$ cat src/hdl/x86_ild_pkg.sv
package x86_ild_pkg;

  // longest instruction the decoder will report
  localparam int unsigned MAX_LENGTH = 15;

  typedef enum logic [2:0] {
    PH_IDLE   = 3'd0,
    PH_PREFIX = 3'd1,
    PH_ESC    = 3'd2,
    PH_MODRM  = 3'd3,
    PH_SIB    = 3'd4
  } phase_t;

  typedef enum logic [3:0] {
    C_ONE    = 4'd0,
    C_IMM8   = 4'd1,
    C_IMMV   = 4'd2,
    C_MOFFS  = 4'd3,
    C_FAR    = 4'd4,
    C_IMM16  = 4'd5,
    C_ENTER  = 4'd6,
    C_RM     = 4'd7,
    C_RM_I8  = 4'd8,
    C_RM_IV  = 4'd9,
    C_GRP3_8 = 4'd10,
    C_GRP3_V = 4'd11
  } insn_class_t;

  // conditional test immediate of group 3
  typedef enum logic [1:0] {
    TK_NONE = 2'd0,
    TK_IMM8 = 2'd1,
    TK_IMMV = 2'd2
  } test_kind_t;

  localparam logic [7:0] OP_OPSIZE = 8'h66;
  localparam logic [7:0] OP_ADSIZE = 8'h67;
  localparam logic [7:0] OP_ESCAPE = 8'h0F;

  function automatic logic is_prefix(input logic [7:0] b);
    logic r;
    r = 1'b0;
    case (b) inside
      8'h26, 8'h2E, 8'h36, 8'h3E, 8'h64, 8'h65, 8'hF0, 8'hF2, 8'hF3: r = 1'b1;
      default: r = 1'b0;
    endcase
    return r;
  endfunction

  function automatic insn_class_t classify(input logic [7:0] op);
    insn_class_t c;
    c = C_ONE;
    if (op < 8'h40) begin
      // alu block: rm forms, then al,imm8 / ax,immv, then one-byte push/pop/daa
      unique case (op[2:0]) inside
        3'd0, 3'd1, 3'd2, 3'd3: c = C_RM;
        3'd4:                   c = C_IMM8;
        3'd5:                   c = C_IMMV;
        default:                c = C_ONE;
      endcase
    end else begin
      unique case (op) inside
        8'h6A, [8'h70:8'h7F], 8'hA8, [8'hB0:8'hB7], 8'hCD, 8'hD4, 8'hD5,
        [8'hE0:8'hE7], 8'hEB:                              c = C_IMM8;
        8'h68, 8'hA9, [8'hB8:8'hBF], 8'hE8, 8'hE9:          c = C_IMMV;
        [8'hA0:8'hA3]:                                     c = C_MOFFS;
        8'hEA, 8'h9A:                                      c = C_FAR;
        8'hC2, 8'hCA:                                      c = C_IMM16;
        8'hC8:                                             c = C_ENTER;
        8'h62, 8'h63, [8'h84:8'h8F], 8'hC4, 8'hC5, [8'hD0:8'hD3],
        [8'hD8:8'hDF], 8'hFE, 8'hFF:                        c = C_RM;
        8'h6B, 8'h80, 8'h83, 8'hC0, 8'hC1, 8'hC6:           c = C_RM_I8;
        8'h69, 8'h81, 8'hC7:                               c = C_RM_IV;
        8'hF6:                                             c = C_GRP3_8;
        8'hF7:                                             c = C_GRP3_V;
        default:                                           c = C_ONE;
      endcase
    end
    return c;
  endfunction

endpackage

$ cat src/hdl/x86_real_mode_insn_length.sv
// channel  dir  tdata                          tuser
// s_*      in   [7:0] code_byte                [0] first
// m_*      out  [3:0] length, [7:4] zero       [0] capped
//
// one code byte is taken every cycle unless a stalled result holds the input
// register; a byte waits in the input register, is decoded against the running
// state and, if it settles the length, lands in the result register once the result side has room
// rst is synchronous: decode goes idle with sizes cleared, both registers empty
// a stalled result holds the input register; bytes keep flowing into it
// while a result waits only until that register is full
module x86_real_mode_insn_length (
  input  logic       clk,
  input  logic       rst,
  input  logic       s_tvalid,
  output logic       s_tready,
  input  logic [7:0] s_tdata,   // [7:0] code_byte
  input  logic       s_tuser,   // [0] first
  output logic       m_tvalid,
  input  logic       m_tready,
  output logic [7:0] m_tdata,   // [3:0] length, [7:4] zero
  output logic       m_tuser    // [0] capped
);

  // input register
  logic       in_valid;
  logic [7:0] in_byte;
  logic       in_first;

  // decode state
  x86_ild_pkg::phase_t     phase, phase_next;
  logic [3:0]              byte_count, byte_count_next;
  logic                    operand_size_32, operand_size_32_next;
  logic                    address_size_32, address_size_32_next;
  logic [2:0]              pending_immediate, pending_immediate_next;
  x86_ild_pkg::test_kind_t test_immediate_kind, test_immediate_kind_next;
  logic [1:0]              saved_mod, saved_mod_next;

  // result register
  logic [3:0] out_length;
  logic       out_capped;

  logic       in_go;
  logic       emit;
  logic [4:0] total;
  logic       cap;

  // the byte in the input register is decoded once the result side has room
  assign in_go    = in_valid && (!m_tvalid || m_tready);
  assign s_tready = !in_valid || in_go;

  always_comb begin
    x86_ild_pkg::phase_t     ph;
    logic [3:0]              bc;
    logic                    o32;
    logic                    a32;
    logic [2:0]              pend;
    x86_ild_pkg::test_kind_t kind;
    logic [1:0]              smod;
    logic [3:0]              cnt;
    logic [2:0]              immv;
    logic [3:0]              extra;
    logic [2:0]              disp;
    logic [1:0]              mod_f;
    logic [2:0]              reg_f;
    logic [2:0]              rm_f;
    ph   = phase;
    bc   = byte_count;
    o32  = operand_size_32;
    a32  = address_size_32;
    pend = pending_immediate;
    kind = test_immediate_kind;
    smod = saved_mod;
    cnt   = 4'd0;
    immv  = 3'd2;
    extra = 4'd0;
    disp  = 3'd0;
    mod_f = in_byte[7:6];
    reg_f = in_byte[5:3];
    rm_f  = in_byte[2:0];
    emit  = 1'b0;
    total = 5'd0;

    // start flag drops any decode in progress
    if (in_first) begin
      ph   = x86_ild_pkg::PH_PREFIX;
      bc   = 4'd0;
      o32  = 1'b0;
      a32  = 1'b0;
      pend = 3'd0;
      kind = x86_ild_pkg::TK_NONE;
      smod = 2'd0;
    end

    if (ph != x86_ild_pkg::PH_IDLE) begin
      cnt  = bc + 4'd1;
      bc   = cnt;
      immv = o32 ? 3'd4 : 3'd2;
      unique case (ph)
        x86_ild_pkg::PH_PREFIX: begin
          if (x86_ild_pkg::is_prefix(in_byte)) begin
            // stays in prefix phase
          end else if (in_byte == x86_ild_pkg::OP_OPSIZE) begin
            o32 = ~o32;
          end else if (in_byte == x86_ild_pkg::OP_ADSIZE) begin
            a32 = ~a32;
          end else if (in_byte == x86_ild_pkg::OP_ESCAPE) begin
            ph = x86_ild_pkg::PH_ESC;
          end else begin
            case (x86_ild_pkg::classify(in_byte))
              x86_ild_pkg::C_IMM8: begin
                emit = 1'b1; total = 5'(cnt) + 5'd1;
              end
              x86_ild_pkg::C_IMMV: begin
                emit = 1'b1; total = 5'(cnt) + 5'(immv);
              end
              x86_ild_pkg::C_MOFFS: begin
                emit = 1'b1; total = 5'(cnt) + (a32 ? 5'd4 : 5'd2);
              end
              x86_ild_pkg::C_FAR: begin
                emit = 1'b1; total = 5'(cnt) + (o32 ? 5'd6 : 5'd4);
              end
              x86_ild_pkg::C_IMM16: begin
                emit = 1'b1; total = 5'(cnt) + 5'd2;
              end
              x86_ild_pkg::C_ENTER: begin
                emit = 1'b1; total = 5'(cnt) + 5'd3;
              end
              x86_ild_pkg::C_RM: begin
                pend = 3'd0; kind = x86_ild_pkg::TK_NONE; ph = x86_ild_pkg::PH_MODRM;
              end
              x86_ild_pkg::C_RM_I8: begin
                pend = 3'd1; kind = x86_ild_pkg::TK_NONE; ph = x86_ild_pkg::PH_MODRM;
              end
              x86_ild_pkg::C_RM_IV: begin
                pend = immv; kind = x86_ild_pkg::TK_NONE; ph = x86_ild_pkg::PH_MODRM;
              end
              x86_ild_pkg::C_GRP3_8: begin
                pend = 3'd0; kind = x86_ild_pkg::TK_IMM8; ph = x86_ild_pkg::PH_MODRM;
              end
              x86_ild_pkg::C_GRP3_V: begin
                pend = 3'd0; kind = x86_ild_pkg::TK_IMMV; ph = x86_ild_pkg::PH_MODRM;
              end
              default: begin
                // one-byte and unknown opcodes
                emit = 1'b1; total = 5'(cnt);
              end
            endcase
          end
        end
        x86_ild_pkg::PH_ESC: begin
          if (in_byte[7:4] == 4'h8) begin
            // near jcc with full displacement
            emit = 1'b1; total = 5'(cnt) + 5'(immv);
          end else begin
            // shld/shrd by immediate carry imm8
            pend = (in_byte == 8'hA4 || in_byte == 8'hAC) ? 3'd1 : 3'd0;
            kind = x86_ild_pkg::TK_NONE;
            ph   = x86_ild_pkg::PH_MODRM;
          end
        end
        x86_ild_pkg::PH_MODRM: begin
          extra = 4'(pend);
          if (kind != x86_ild_pkg::TK_NONE && reg_f <= 3'd1)
            extra = extra + ((kind == x86_ild_pkg::TK_IMM8) ? 4'd1 : 4'(immv));
          pend = extra[2:0];
          if (mod_f == 2'd3) begin
            emit = 1'b1; total = 5'(cnt) + 5'(extra);
          end else if (!a32) begin
            if (mod_f == 2'd0 && rm_f == 3'd6) disp = 3'd2;
            else if (mod_f == 2'd1)            disp = 3'd1;
            else if (mod_f == 2'd2)            disp = 3'd2;
            emit = 1'b1; total = 5'(cnt) + 5'(extra) + 5'(disp);
          end else if (rm_f == 3'd4) begin
            smod = mod_f;
            ph   = x86_ild_pkg::PH_SIB;
          end else begin
            if (mod_f == 2'd0 && rm_f == 3'd5) disp = 3'd4;
            else if (mod_f == 2'd1)            disp = 3'd1;
            else if (mod_f == 2'd2)            disp = 3'd4;
            emit = 1'b1; total = 5'(cnt) + 5'(extra) + 5'(disp);
          end
        end
        x86_ild_pkg::PH_SIB: begin
          // base of five with mod zero means a 32-bit displacement
          if (smod == 2'd0 && rm_f == 3'd5) disp = 3'd4;
          else if (smod == 2'd1)            disp = 3'd1;
          else if (smod == 2'd2)            disp = 3'd4;
          emit = 1'b1; total = 5'(cnt) + 5'(pend) + 5'(disp);
        end
        default: begin
          ph = x86_ild_pkg::PH_IDLE;
        end
      endcase

      // unfinished decode that has run out of bytes
      if (!emit && ph != x86_ild_pkg::PH_IDLE &&
          5'(cnt) >= 5'(x86_ild_pkg::MAX_LENGTH)) begin
        emit  = 1'b1;
        total = 5'(cnt);
      end
      if (emit) ph = x86_ild_pkg::PH_IDLE;
    end

    cap = total >= 5'(x86_ild_pkg::MAX_LENGTH);

    phase_next               = ph;
    byte_count_next          = bc;
    operand_size_32_next     = o32;
    address_size_32_next     = a32;
    pending_immediate_next   = pend;
    test_immediate_kind_next = kind;
    saved_mod_next           = smod;
  end

  // input register
  always_ff @(posedge clk) begin
    if (rst) begin
      in_valid <= 1'b0;
    end else if (s_tvalid && s_tready) begin
      in_valid <= 1'b1;
    end else if (in_go) begin
      in_valid <= 1'b0;
    end
    if (s_tvalid && s_tready) begin
      in_byte  <= s_tdata;
      in_first <= s_tuser;
    end
  end

  // decode state, updated once per decoded byte
  always_ff @(posedge clk) begin
    if (rst) begin
      phase               <= x86_ild_pkg::PH_IDLE;
      byte_count          <= 4'd0;
      operand_size_32     <= 1'b0;
      address_size_32     <= 1'b0;
      pending_immediate   <= 3'd0;
      test_immediate_kind <= x86_ild_pkg::TK_NONE;
      saved_mod           <= 2'd0;
    end else if (in_go) begin
      phase               <= phase_next;
      byte_count          <= byte_count_next;
      operand_size_32     <= operand_size_32_next;
      address_size_32     <= address_size_32_next;
      pending_immediate   <= pending_immediate_next;
      test_immediate_kind <= test_immediate_kind_next;
      saved_mod           <= saved_mod_next;
    end
  end

  // result register
  always_ff @(posedge clk) begin
    if (rst) begin
      m_tvalid <= 1'b0;
    end else if (in_go && emit) begin
      m_tvalid <= 1'b1;
    end else if (m_tready) begin
      m_tvalid <= 1'b0;
    end
    if (in_go && emit) begin
      out_length <= cap ? 4'(x86_ild_pkg::MAX_LENGTH) : total[3:0];
      out_capped <= cap;
    end
  end

  assign m_tdata = {4'd0, out_length};
  assign m_tuser = out_capped;

endmodule

$ cat config.mk
export PLATFORM = sky130hd
export DESIGN_NAME = x86_real_mode_insn_length
export DESIGN_NICKNAME = d
export VERILOG_FILES = /design/src/hdl/x86_ild_pkg.sv /design/src/hdl/x86_real_mode_insn_length.sv
export SDC_FILE = /design/constraint.sdc
export NUM_CORES = 1
export LEC_CHECK = 0
export BUFFER_PORTS_ARGS = -buffer_cell sky130_fd_sc_hd__buf_4
export CAP_MARGIN = 25
export CORE_MARGIN = 4
export CORE_UTILIZATION = 55
export CTS_CLUSTER_DIAMETER = 60
export DETAILED_ROUTE_END_ITERATION = 10
export PLACE_DENSITY = 0.73
export SETUP_SLACK_MARGIN = 0.05
export SYNTH_ARGS = -nofsm -noshare
export SYNTH_HDL_FRONTEND = slang
export SYNTH_SLANG_ARGS = --single-unit
$ cat constraint.sdc
create_clock -name clk -period 5.6 [get_ports clk]
set_input_delay 0.56 -clock clk [delete_from_list [all_inputs] [get_ports clk]]
set_output_delay 0.56 -clock clk [all_outputs]
set_load 0.05 [all_outputs]
* After elaboration in Yosys (flattened, before gate mapping)
Cells that the tools add are included.
Word-level totals: word-level logic and storage cells 286, output and inout bits 11, flip-flop bits (word level) 32
Operators by class: equality and inequality tests 74, reduce and logical (&&, ||, !) cells 43, bitwise gates (word level) 2, add/subtract/negate cells 13, mux-type cells 121, order comparisons 20
Operator list (count):
- $eq 8x8->1 const B | 31
- $mux 3 | 40
- $eq 8x7->1 const B | 10
- $ge 8x8->1 const B | 7
- $le 8x8->1 const B | 7
- $mux 5 | 10
- $mux 4 | 12
- $pmux 4 s11 | 1
- $pmux 5 s7 | 1
- $mux 2 | 17
- $eq 8x6->1 const B | 4
- $mux 1 | 32
- $pmux 3 s3 | 3
- $reduce_or 9->1 | 3
- $add 4x3->5 | 4
- $eq 4x4->1 const B | 5
- $pmux 5 s4 | 1
- $logic_and 1x1->1 | 17
- $eq 4x3->1 const B | 4
- $add 5x3->5 | 3
- $eq 3x2->1 const B | 4
- $eq 3x3->1 const B | 4
- $pmux 3 s4 | 1
- $add 4x2->5 const B | 2
- 31 further kinds | 50

* Longest topological paths before layout
Gate-level depths: netlist (run 1).
depth after elaboration 28, gate-level depth with buffers 22, mapped depth without buffers 21

* Worst setup path before layout (run 1)
Ideal clock, no wire load.
kind register to register, start register in_first, end register out_length[1] (data pin), required time 5.328 ns, data arrival time 4.309 ns, slack 1.019 ns, cell stages (with the launch flop) 18, path through edfxtp_1 -> inv_1 -> clkbuf_1 -> nand2_1 -> nor2_1 -> ha_1 -> inv_1 -> fa_1 -> mux2i_1 -> fa_1 -> inv_1 -> fa_1 -> o21ai_0 -> nand2_1 -> nor3_1 -> xnor2_1 -> a222oi_1 -> or4b_1
On the way: word-level cells in the longest chain between the ends 16
RTL lines:
- start: declaration | RTL line x86_real_mode_insn_length.sv:27 | logic in_first;
- start signal: assignment | RTL line x86_real_mode_insn_length.sv:226 | in_first <= s_tuser;
- $mux 2 / $mux 1 (equally long branches) | RTL line x86_real_mode_insn_length.sv:84 | if (in_first) begin
- $eq 2x1->1 / $mux 3 (equally long branches) | RTL line x86_real_mode_insn_length.sv:164, x86_real_mode_insn_length.sv:97
- $mux 3 | RTL line x86_real_mode_insn_length.sv:164 | extra = extra + ((kind == x86_ild_pkg::TK_IMM8) ? 4'd1 : 4'(immv));
- $add 3x3->4 | RTL line x86_real_mode_insn_length.sv:164
- $mux 4 | RTL line x86_real_mode_insn_length.sv:163 | if (kind != x86_ild_pkg::TK_NONE && reg_f <= 3'd1)
- $mux 4 | RTL line x86_real_mode_insn_length.sv:98 | unique case (ph)
- $mux 4 | RTL line x86_real_mode_insn_length.sv:94 | if (ph != x86_ild_pkg::PH_IDLE) begin
- $add 4x4->5 | RTL line x86_real_mode_insn_length.sv:167, x86_real_mode_insn_length.sv:172, x86_real_mode_insn_length.sv:180
- $add 5x3->5 | RTL line x86_real_mode_insn_length.sv:180 | emit = 1'b1; total = 5'(cnt) + 5'(extra) + 5'(disp);
- $mux 5 | RTL line x86_real_mode_insn_length.sv:173 | end else if (rm_f == 3'd4) begin
- $mux 5 | RTL line x86_real_mode_insn_length.sv:168 | end else if (!a32) begin
- $mux 5 | RTL line x86_real_mode_insn_length.sv:166 | if (mod_f == 2'd3) begin
- $pmux 5 s4 | RTL line x86_real_mode_insn_length.sv:98
- $mux 5 | RTL line x86_real_mode_insn_length.sv:196 | if (!emit && ph != x86_ild_pkg::PH_IDLE &&
- $mux 5 * | RTL line x86_real_mode_insn_length.sv:94
- $ge 5x4->1 | RTL line x86_real_mode_insn_length.sv:204 | cap = total >= 5'(x86_ild_pkg::MAX_LENGTH);
- end signal: assignment | RTL line x86_real_mode_insn_length.sv:261 | out_length <= cap ? 4'(x86_ild_pkg::MAX_LENGTH) : total[3:0];
- end: declaration | RTL line x86_real_mode_insn_length.sv:39 | logic [3:0] out_length;
Mark *: on every way between the ends. The rest lies on a longest branch, timed or not. The select of a mux whose other input is x is not followed. A chain may end at the register's enable or synchronous reset.

* Worst setup path in the final report (run 1)
Same ends and word-level chain as after synthesis.

==> run_results.csv, run 1 <==
group,metric,value,unit
logic_synthesis,syn_area_per_cell,8.19,sq um
critical_path,cp.depth,16,
logic_synthesis,synth-xor-area-share,3.36,%
clock_network,htreeDepth,2,
power,p_leak,1.63,nW
logic_synthesis,synth_compound_area_share,26.6,%
logic_synthesis,synth-simple-area-share,27.2,%
logic_synthesis,synth-seq-cells,32,
clock_network,clockBufferDepth,2,
sta,report.final.setup_viol,0,
sta,max_freq,196,MHz
sta,rsz0062_at_grt,"no",
clock_network,cts_hold_buf,0,
detailed_routing,wl_per_cell,19.4,um
detailed_routing,vias_per_cell,6.71,
clock_network,clk_pin_slew,0.08,ns
logic_synthesis,async_flop_share,0,%
placement,placed_area,0.00377,sq mm
power,ir_drop,146,uV
critical_path,critPathMaxFanout,12,
global_routing,grt_pass1_wl,17.0,mm
critical_path,slowest_stage,"fa_1",
global_routing,grt_pass1_vias,3349,
clock_network,postCtsSetupBuffers,0,
floorplan,initial_core_util,57.2,%
critical_path,cp-start-kind,"register",
detailed_routing,wl,10.3,mm
detailed_routing,drc_errors,0,
critical_path,crit_family,"adder cells",
critical_path,worst-path-buf-inv,3,
clock_network,cts.repair.resized,0,
sta,fin_crit_sh,91.0,%
detailed_routing,drt_iter0_markers,384,
critical_path,required,5.62,ns
finish,drive_gt1_share,11.8,%
critical_path,reg2regPathDepth,16,
sta,clock-skew-final,0.00950,ns
sta,hold_slack,0.437,ns
clock_network,cts.sinks,32,
sta,worst_pin_slew,0.911,ns
finish,area_growth,5.62,%
logic_synthesis,synth_flop_cell,"dfxtp_1",
min_path,whs_path_depth,1,
logic_synthesis,syn_area,0.00365,sq mm
global_routing,grt_overflow,0,
floorplan,die_w,89.5,um
power,power_density,161,mW/mm^2
run,cap_violations,0,
clock_network,tritoncts,"yes",
floorplan,fp.dieArea,0.00801,sq mm
finish,diodes,0,
logic_synthesis,yosys.area.top_type_share,11.5,%
placement,portBuffers,19,
clock_network,cts_root_buffer,"clkbuf_8",
placement,gp_congestion,0.941,
global_routing,grt_util_all_layers,27.4,%
detailed_routing,final_antenna_net_count,0,
logic_synthesis,synth_top_family_by_area,"simple AND/OR/NAND/NOR gates",
global_routing,antenna_found_initial,0,
global_routing,grt_max_degree,26,
finish,final_area,0.00386,sq mm
outcome,status,"complete, no violations",
sta,slew_viol_final,0,
logic_synthesis,synth.area.mux_share,1.37,%
logic_synthesis,synthTopCellsByArea,"edfxtp_1 (12%), dfxtp_1 (9.9%), ha_1 (7.9%)",
logic_synthesis,seq_area_frac_synth,21.4,%
detailed_routing,vias,3576,
clock_network,clk_latency,0.29,ns
logic_synthesis,yosysTopAreaCell,"edfxtp_1",
detailed_routing,firstDrtPassIters,5,
critical_path,critical_path_class,"reg -> reg",
floorplan,die_h,89.5,um
floorplan,rows,29,
min_path,hold_class,"in -> reg",
clock_network,cts_buffers,5,
logic_synthesis,synth_cell_types,82,
sta,finalHoldViolations,0,
sta,fin_crit,5.10,ns
placement,dp_hpwl,7.85,mm
critical_path,cpPeakStageDelay,0.68,ns
sta,fin_setup_tns,0,ns
floorplan,ioPinCount,24,
logic_synthesis,synthAdderAreaFrac,12.3,%
sta,relSlewSlack,38.7,%
logic_synthesis,synth_edf_count,14,
finish,fin_nets,499,
floorplan,core,0.00639,sq mm
logic_synthesis,synth_cells,446,
critical_path,crit_chain,"inv_1, nand2_1, nor2_1, ha_1, inv_1, fa_1, mux2i_1, fa_1, inv_1, fa_1, o21ai_0, nand2_1, nor3_1, xnor2_1, a222oi_1, or4b_1",
critical_path,critPathArrivalTime,5.12,ns
logic_synthesis,synth-warning-count,0,
critical_path,end_kind,"register",
[cells in the mapped netlist (all sizes together), types with 7 or more instances]
library cell and number:
fa 8, edfxtp 14, nor4 7, inv 32, nand3 18, a21o 8, nor3 11, nand2 41
buf 18, ha 23, xnor2 10, o211ai 7, nor2b 13, nand2b 8, nor2 40, o21ai 26
dfxtp 18, a21oi 29
[final timing paths]
check,slack (ns),to,start
setup / recovery,0.50,out_length[1],in_first
setup reg to reg,0.50,out_length[1],in_first
hold reg to reg,0.50,saved_mod[0],saved_mod[0]
hold / removal,0.44,in_byte[2],s_tdata[2]
[power breakdown]
part	switching (W)	total, W	internal [W]
Clock	0.0000953	0.000182	0.0000866
Combinational	0.000110	0.000174	0.0000640
Sequential	0.0000153	0.000267	0.000252
[flip-flops by register name (all words and copies together), names as in the netlist]
| signal | flops |
|---|---|
| address_size_32 | 1 |
| saved_mod | 2 |
| operand_size_32 | 1 |
| pending_immediate | 3 |
| m_tuser | 1 |
| test_immediate_kind | 2 |
| m_tvalid | 1 |
| byte_count | 4 |
| in_valid | 1 |
| in_byte | 8 |
| phase | 3 |
| out_length | 4 |
| in_first | 1 |
[logic make-up (layout without fill, tap and decap cells)]
family | after synthesis | after routing
mux | 5 | 5
flops | 32 | 32
fa+ha+maj | 31 | 31
simple gates | 177 | 177
other cells | 1 | 4
compound gates | 130 | 130
xor+xnor | 14 | 14
buf+inv | 56 | 63
[metrics by stage]
stage	util (%)	setup WS (ns)	power, W	std cells
after CTS	60.4	0.597	0.000625	533
after global placement	59.0	0.804	0.000439	525
after detailed placement	59.0	0.628	0.000441	525
final	60.4	0.503	0.000623	533
after global routing	60.4	0.127	0.000658	533
after floorplan	-	1.02	0.000402	449
[cell type report]
cell class / count / area, sq um
Multi-Input combinational cell: 361 / 2600
Fill cell: 589 / 2530
Sequential cell: 32 / 781
Timing Repair Buffer: 23 / 173
Inverter: 32 / 120
Tap cell: 77 / 96.3
Clock buffer: 5 / 68.8
Clock inverter: 3 / 18.8
[per-layer routing]
metal / vias to the layer above / share of wire (%) / GRT usage, %
met3: 33 / 8.3 / 4.98
met5: - / 0 / 0
li1: 1680 / - / -
met2: 214 / 45 / 42.5
met4: 0 / 3.0 / 9.88
met1: 1649 / 43 / 38.0
[layout by cell type, fill, tap and decap left out, types with 4 or more instances in the layout]
master	instances
edfxtp_1	14
and3_1	6
nand3_1	18
xnor2_1	10
a21o_1	8
ha_1	23
buf_4	23
o22ai_1	4
nor2b_1	12
nor2_1	38
nand4_1	4
nor4_1	5
inv_1	32
dfxtp_1	18
o31ai_1	6
clkbuf_8	5
nand2b_1	8
xor2_1	4
and2_1	6
nor3_1	9
fa_1	8
a222oi_1	5
a22oi_1	6
conb_1	4
o21ai_0	25
mux2i_1	5
a211oi_1	5
nand2_1	40
a21oi_1	28
Power figures use the tool's default switching activity.
==> run 2, diff against run 1 <==
--- a/config.mk
+++ b/config.mk
@@ -5,13 +5,15 @@
 export SDC_FILE = /design/constraint.sdc
 export NUM_CORES = 1
 export LEC_CHECK = 0
-export BUFFER_PORTS_ARGS = -buffer_cell sky130_fd_sc_hd__buf_4
 export CAP_MARGIN = 25
+export CELL_PAD_IN_SITES_DETAIL_PLACEMENT = 1
+export CELL_PAD_IN_SITES_GLOBAL_PLACEMENT = 1
 export CORE_MARGIN = 4
-export CORE_UTILIZATION = 55
+export CORE_UTILIZATION = 49
 export CTS_CLUSTER_DIAMETER = 60
 export DETAILED_ROUTE_END_ITERATION = 10
-export PLACE_DENSITY = 0.73
+export DONT_BUFFER_PORTS = 1
+export PLACE_DENSITY_LB_ADDON = 0.1
 export SETUP_SLACK_MARGIN = 0.05
 export SYNTH_ARGS = -nofsm -noshare
 export SYNTH_HDL_FRONTEND = slang
==> run 2 against run 1 <==
  * Register-to-register slack improved by 0.11 ns
  * Clock power hardly changed
  * Die area is 11% higher
  * Count of clock-buffer cells in the layout unchanged
  * Critical path depth fell by 1
  * Critical path type unchanged
  * Non-clock buffer count decreased by 18
  * Sequential share of layout area grew 0.58 points
  * Total power fell by 1.1%
  * Worst setup slack improved by 0.11 ns
  * First-iteration DRC count fell by 15%
  * Critical endpoint unchanged
  * Sequential cell count is the same
  * Global-route usage is 0.16 points lower
==> run_results.csv, run 2 (synthesis gave the netlist of run 1 again) <==
group,metric,value,unit
global_routing,grt_max_degree,28,
global_routing,grt_pass1_vias,3448,
critical_path,rrSetupSlack,0.61,ns
clock_network,cts_root_buffer,"clkbuf_8",
floorplan,rows,31,
clock_network,clk_pin_slew,0.07,ns
floorplan,die_w,94.3,um
finish,top_regs,"in_byte x8, byte_count x4, out_length x4",
critical_path,r2r-start,"in_byte[4]",
sta,fin_crit_sh,89.1,%
floorplan,initial_core_util,50.4,%
sta,fin_setup_tns,0,ns
placement,place_inst,529,
floorplan,fp.dieArea,0.00890,sq mm
finish,fin_nets,481,
min_path,min-delay-start,"rst",
power,power_density,164,mW/mm^2
clock_network,cts_buffers,5,
critical_path,critPathArrivalTime,5.02,ns
finish,diodes,0,
global_routing,grt_overflow,0,
floorplan,ioPinCount,24,
detailed_routing,final_antenna_net_count,0,
sta,fin_crit,4.99,ns
global_routing,top_usage_layer,"met2",
critical_path,critPathMaxFanout,17,
run,cap_violations,0,
finish,multi_input_area,0.00260,sq mm
clock_network,postCtsSetupBuffers,0,
sta,clock-skew-final,0.00493,ns
clock_network,cts.sinks,32,
finish,final_area,0.00375,sq mm
sta,relSlewSlack,36.9,%
sta,report.final.setup_viol,0,
critical_path,startpoint,"in_byte[4]",
critical_path,regToRegEndpoint,"out_length[1]",
global_routing,met1_usage,38.3,%
finish,final_cell_mix,"nand2_1 (40), nor2_1 (38), inv_1 (32)",
critical_path,critical_path_class,"reg -> reg",
finish,fin_cells,537,
finish,layout_commonest_cell,"nand2_1",
detailed_routing,wl,11.5,mm
clock_network,clk_latency,0.29,ns
finish,largest-register,"in_byte",
critical_path,required,5.63,ns
clock_network,clockBufferDepth,2,
critical_path,cp-start-kind,"register",
sta,rsz0062_at_grt,"no",
global_routing,met2_usage,44.0,%
global_routing,grt_use_met3,3.03,%
global_routing,grt_pass1_wl,18.7,mm
critical_path,reg2regPathDepth,15,
finish,drive_gt1_share,8.22,%
finish,largest_reg_flops,8,
outcome,status,"complete, no violations",
global_routing,antenna_found_initial,0,
clock_network,cts_hold_buf,0,
placement,gp_congestion,0.972,
placement,placed_area,0.00366,sq mm
finish,area_growth,2.67,%
global_routing,grt_util_all_layers,27.2,%
sta,max_freq,200,MHz
sta,finalHoldViolations,0,
power,ir_drop,148,uV
finish,regArea,781,sq um
sta,worst_pin_slew,0.938,ns
clock_network,cts.repair.resized,0,
detailed_routing,firstDrtPassIters,5,
placement,portBuffers,0,
detailed_routing,vias,3491,
finish,fillCellCount,937,
detailed_routing,drt_iter0_markers,327,
placement,dp_hpwl,8.92,mm
detailed_routing,vias_per_cell,6.50,
floorplan,die_h,94.3,um
floorplan,core,0.00725,sq mm
sta,slew_viol_final,0,
clock_network,htreeDepth,2,
power,p_leak,1.54,nW
critical_path,end_kind,"register",
critical_path,cp-endpoint,"out_length[1]",
clock_network,tritoncts,"yes",
min_path,hold_class,"in -> reg",
detailed_routing,drc_errors,0,
detailed_routing,wl_per_cell,21.4,um
==> run 2: cell count changes in the layout (fill, tap and decap cells not counted) <==
| cell | delta |
|---|---|
| buf_4 | -18 |
==> run 2: final cells by class <==
type | count | area share (%)
clock inverters | 3 | 0.501
multi-input cells | 361 | 69.3
clock buffers | 5 | 1.84
well taps | 99 | 3.30
repair buffers | 5 | 1.00
inverters | 32 | 3.20
flip-flops and latches | 32 | 20.8
==> run 2: critical path, cell delays in order (launching register included) <==
cell	delay, ns
edfxtp_1	0.37
buf_4	0.21
nor2_1	0.42
o21ai_0	0.18
nor2_1	0.37
o21ai_0	0.21
ha_1	0.26
fa_1	0.58
inv_1	0.09
fa_1	0.44
o21ai_0	0.18
nand2_1	0.09
nor3_1	0.22
xnor2_1	0.10
a222oi_1	0.53
or4b_1	0.48
==> run 2: worst min path at each step <==
stage | end | slack [ns] | cells past startpoint
finish | phase[2] | 0.32 | 1
floorplan | saved_mod[0] | 0.46 | 2
global placement | saved_mod[0] | 0.47 | 2
detailed placement | phase[0] | 0.49 | 2
global route | phase[2] | 0.32 | 1
CTS | phase[2] | 0.32 | 1
==> run 2: metrics by stage <==
stage                     util (%)  total power, W  setup WS (ns)  hold slack (ns)
after floorplan                  -        0.000402           1.02            0.463
after detailed placement      50.5        0.000438          0.620            0.489
after global placement        50.5        0.000433          0.728            0.471
final                         51.7        0.000616          0.612            0.324
after global routing          51.7        0.000649          0.162            0.316
after CTS                     51.7        0.000620          0.594            0.320
==> run 2: report_power, final <==
part / leakage [nW] / internal, W / switching (W)
Combinational: 1.22 / 0.0000583 / 0.000104
Clock: 0.0479 / 0.0000866 / 0.0000948
Sequential: 0.276 / 0.000252 / 0.0000205
Total: 1.54 / 0.000397 / 0.000219
==> run 2: routing by layer <==
metal | up-vias | routed length (um) | part of all wire [%]
met1 | 1724 | 5160 | 45
met4 | 0 | 138 | 1.2
met2 | 116 | 5540 | 48
li1 | 1639 | - | -
met5 | - | 0 | 0
met3 | 12 | 671 | 5.8
==> run 3, diff against run 2 <==
--- a/config.mk
+++ b/config.mk
@@ -13,7 +13,7 @@
 export CTS_CLUSTER_DIAMETER = 60
 export DETAILED_ROUTE_END_ITERATION = 10
 export DONT_BUFFER_PORTS = 1
-export PLACE_DENSITY_LB_ADDON = 0.1
+export PLACE_DENSITY_LB_ADDON = 0.08
 export SETUP_SLACK_MARGIN = 0.05
 export SYNTH_ARGS = -nofsm -noshare
 export SYNTH_HDL_FRONTEND = slang
==> run 3 against run 2 <==
  * Critical path depth unchanged
  * Sequential power is essentially flat
  * Combinational power is essentially flat
  * Hold slack got worse by 0.00069 ns
  * Clock skew rose by 0.0030 ns
  * Critical path type unchanged
  * Sequential share of layout area stayed put
  * Core utilization is the same
  * Worst setup slack worse by 0.080 ns
==> run_results.csv, run 3 (synthesis gave the netlist of run 1 again) <==
group,metric,value,unit
sta,finalHoldViolations,0,
detailed_routing,firstDrtPassIters,7,
critical_path,slowest_stage,"fa_1",
placement,portBuffers,0,
sta,hold_slack,0.324,ns
floorplan,die_h,94.3,um
sta,fin_crit_sh,90.5,%
critical_path,rrSetupSlack,0.53,ns
detailed_routing,wl_per_cell,21.2,um
critical_path,worst-path-buf-inv,2,
critical_path,critical_path_class,"reg -> reg",
placement,post-place-ws,0.608,ns
global_routing,grt_overflow,0,
sta,fin_setup_tns,0,ns
finish,fin_nets,481,
clock_network,clk_latency,0.29,ns
outcome,status,"complete, no violations",
floorplan,rows,31,
finish,top_regs,"in_byte x8, byte_count x4, out_length x4",
min_path,hold_class,"in -> reg",
global_routing,grt_max_degree,28,
critical_path,end_kind,"register",
detailed_routing,final_antenna_net_count,0,
clock_network,cts.repair.resized,0,
sta,slew_viol_final,0,
clock_network,htreeDepth,2,
finish,largest_reg_flops,8,
floorplan,core,0.00725,sq mm
floorplan,fp.dieArea,0.00890,sq mm
finish,final_cell_mix,"nand2_1 (40), nor2_1 (38), inv_1 (32)",
finish,area_growth,2.67,%
min_path,whs_path_depth,1,
finish,largest-register,"in_byte",
critical_path,critPathMaxFanout,17,
clock_network,cts_hold_buf,0,
floorplan,die_w,94.3,um
power,p_leak,1.54,nW
finish,layout_commonest_cell,"nand2_1",
global_routing,grt_pass1_vias,3564,
placement,dp_hpwl,8.97,mm
sta,worst_pin_slew,0.924,ns
power,p_total,0.000618,W
power,ir_drop,125,uV
critical_path,cpPeakStageDelay,0.58,ns
critical_path,required,5.63,ns
placement,gp_congestion,0.893,
sta,report.final.setup_viol,0,
sta,finalWorstSetupSlack,0.532,ns
critical_path,cp.depth,15,
finish,drive_gt1_share,8.22,%
critical_path,crit_chain,"buf_4, nor2_1, o21ai_0, nor2_1, o21ai_0, ha_1, fa_1, inv_1, fa_1, o21ai_0, nand2_1, nor3_1, xnor2_1, a222oi_1, or4b_1",
clock_network,cts_root_buffer,"clkbuf_8",
sta,fin_crit,5.07,ns
power,power_density,165,mW/mm^2
finish,diodes,0,
sta,rsz0062_at_grt,"no",
sta,max_freq,197,MHz
clock_network,tritoncts,"yes",
critical_path,crit_family,"simple AND/OR/NAND/NOR gates",
sta,clock-skew-final,0.00796,ns
run,cap_violations,0,
global_routing,grt_pass1_wl,18.6,mm
floorplan,ioPinCount,24,
critical_path,cp-start-kind,"register",
clock_network,clk_pin_slew,0.08,ns
clock_network,postCtsSetupBuffers,0,
critical_path,reg2regPathDepth,15,
detailed_routing,vias_per_cell,6.44,
clock_network,clockBufferDepth,2,
clock_network,cts.sinks,32,
detailed_routing,drc_errors,0,
floorplan,initial_core_util,50.4,%
global_routing,grt_util_all_layers,27.0,%
clock_network,cts_buffers,5,
critical_path,critPathArrivalTime,5.10,ns
sta,relSlewSlack,37.9,%
global_routing,antenna_found_initial,0,
detailed_routing,wl,11.4,mm
critical_path,timing.critical_path.mode_cell,"o21ai_0",
detailed_routing,vias,3459,
detailed_routing,drt_iter0_markers,190,
==> run 3: cell counts in the layout (fill, tap and decap cells not counted) <==
No cell type changed its count.
==> run 3: where the power goes <==
group          internal (W)  leakage (nW)  switching, W
Clock             0.0000867        0.0479     0.0000981
Sequential         0.000252         0.276     0.0000203
Combinational     0.0000580          1.22      0.000103
Total              0.000397          1.54      0.000222
==> run 3: worst paths after layout <==
check,end,start
min reg2reg,saved_mod[0],saved_mod[0]
max,out_length[1],in_byte[4]
min,byte_count[3],rst
max reg2reg,out_length[1],in_byte[4]
==> run 3: metal layers <==
layer	part of all wire [%]	vias up	track usage (%)
met4	2.7	0	9.63
met5	0	-	0
met1	45	1704	36.2
li1	-	1638	-
met2	48	92	45.0
met3	3.7	25	3.11
==> run 3: layout make-up <==
type | count | area, sq um
Tap cell | 99 | 124
Sequential cell | 32 | 781
Fill cell | 914 | 3500
Multi-Input combinational cell | 361 | 2600
Inverter | 32 | 120
Clock buffer | 5 | 68.8
Timing Repair Buffer | 5 | 37.5
Clock inverter | 3 | 18.8
==> run 3: through the flow <==
stage          instance area [sq um]  utilization (%)  std cells
6_report                        3750             51.7        537
5_1_grt                         3750             51.7        537
4_1_cts                         3750             51.7        537
3_5_place_dp                    3660             50.5        529
3_3_place_gp                    3660             50.5        529
2_1_floorplan                   3660                -        449
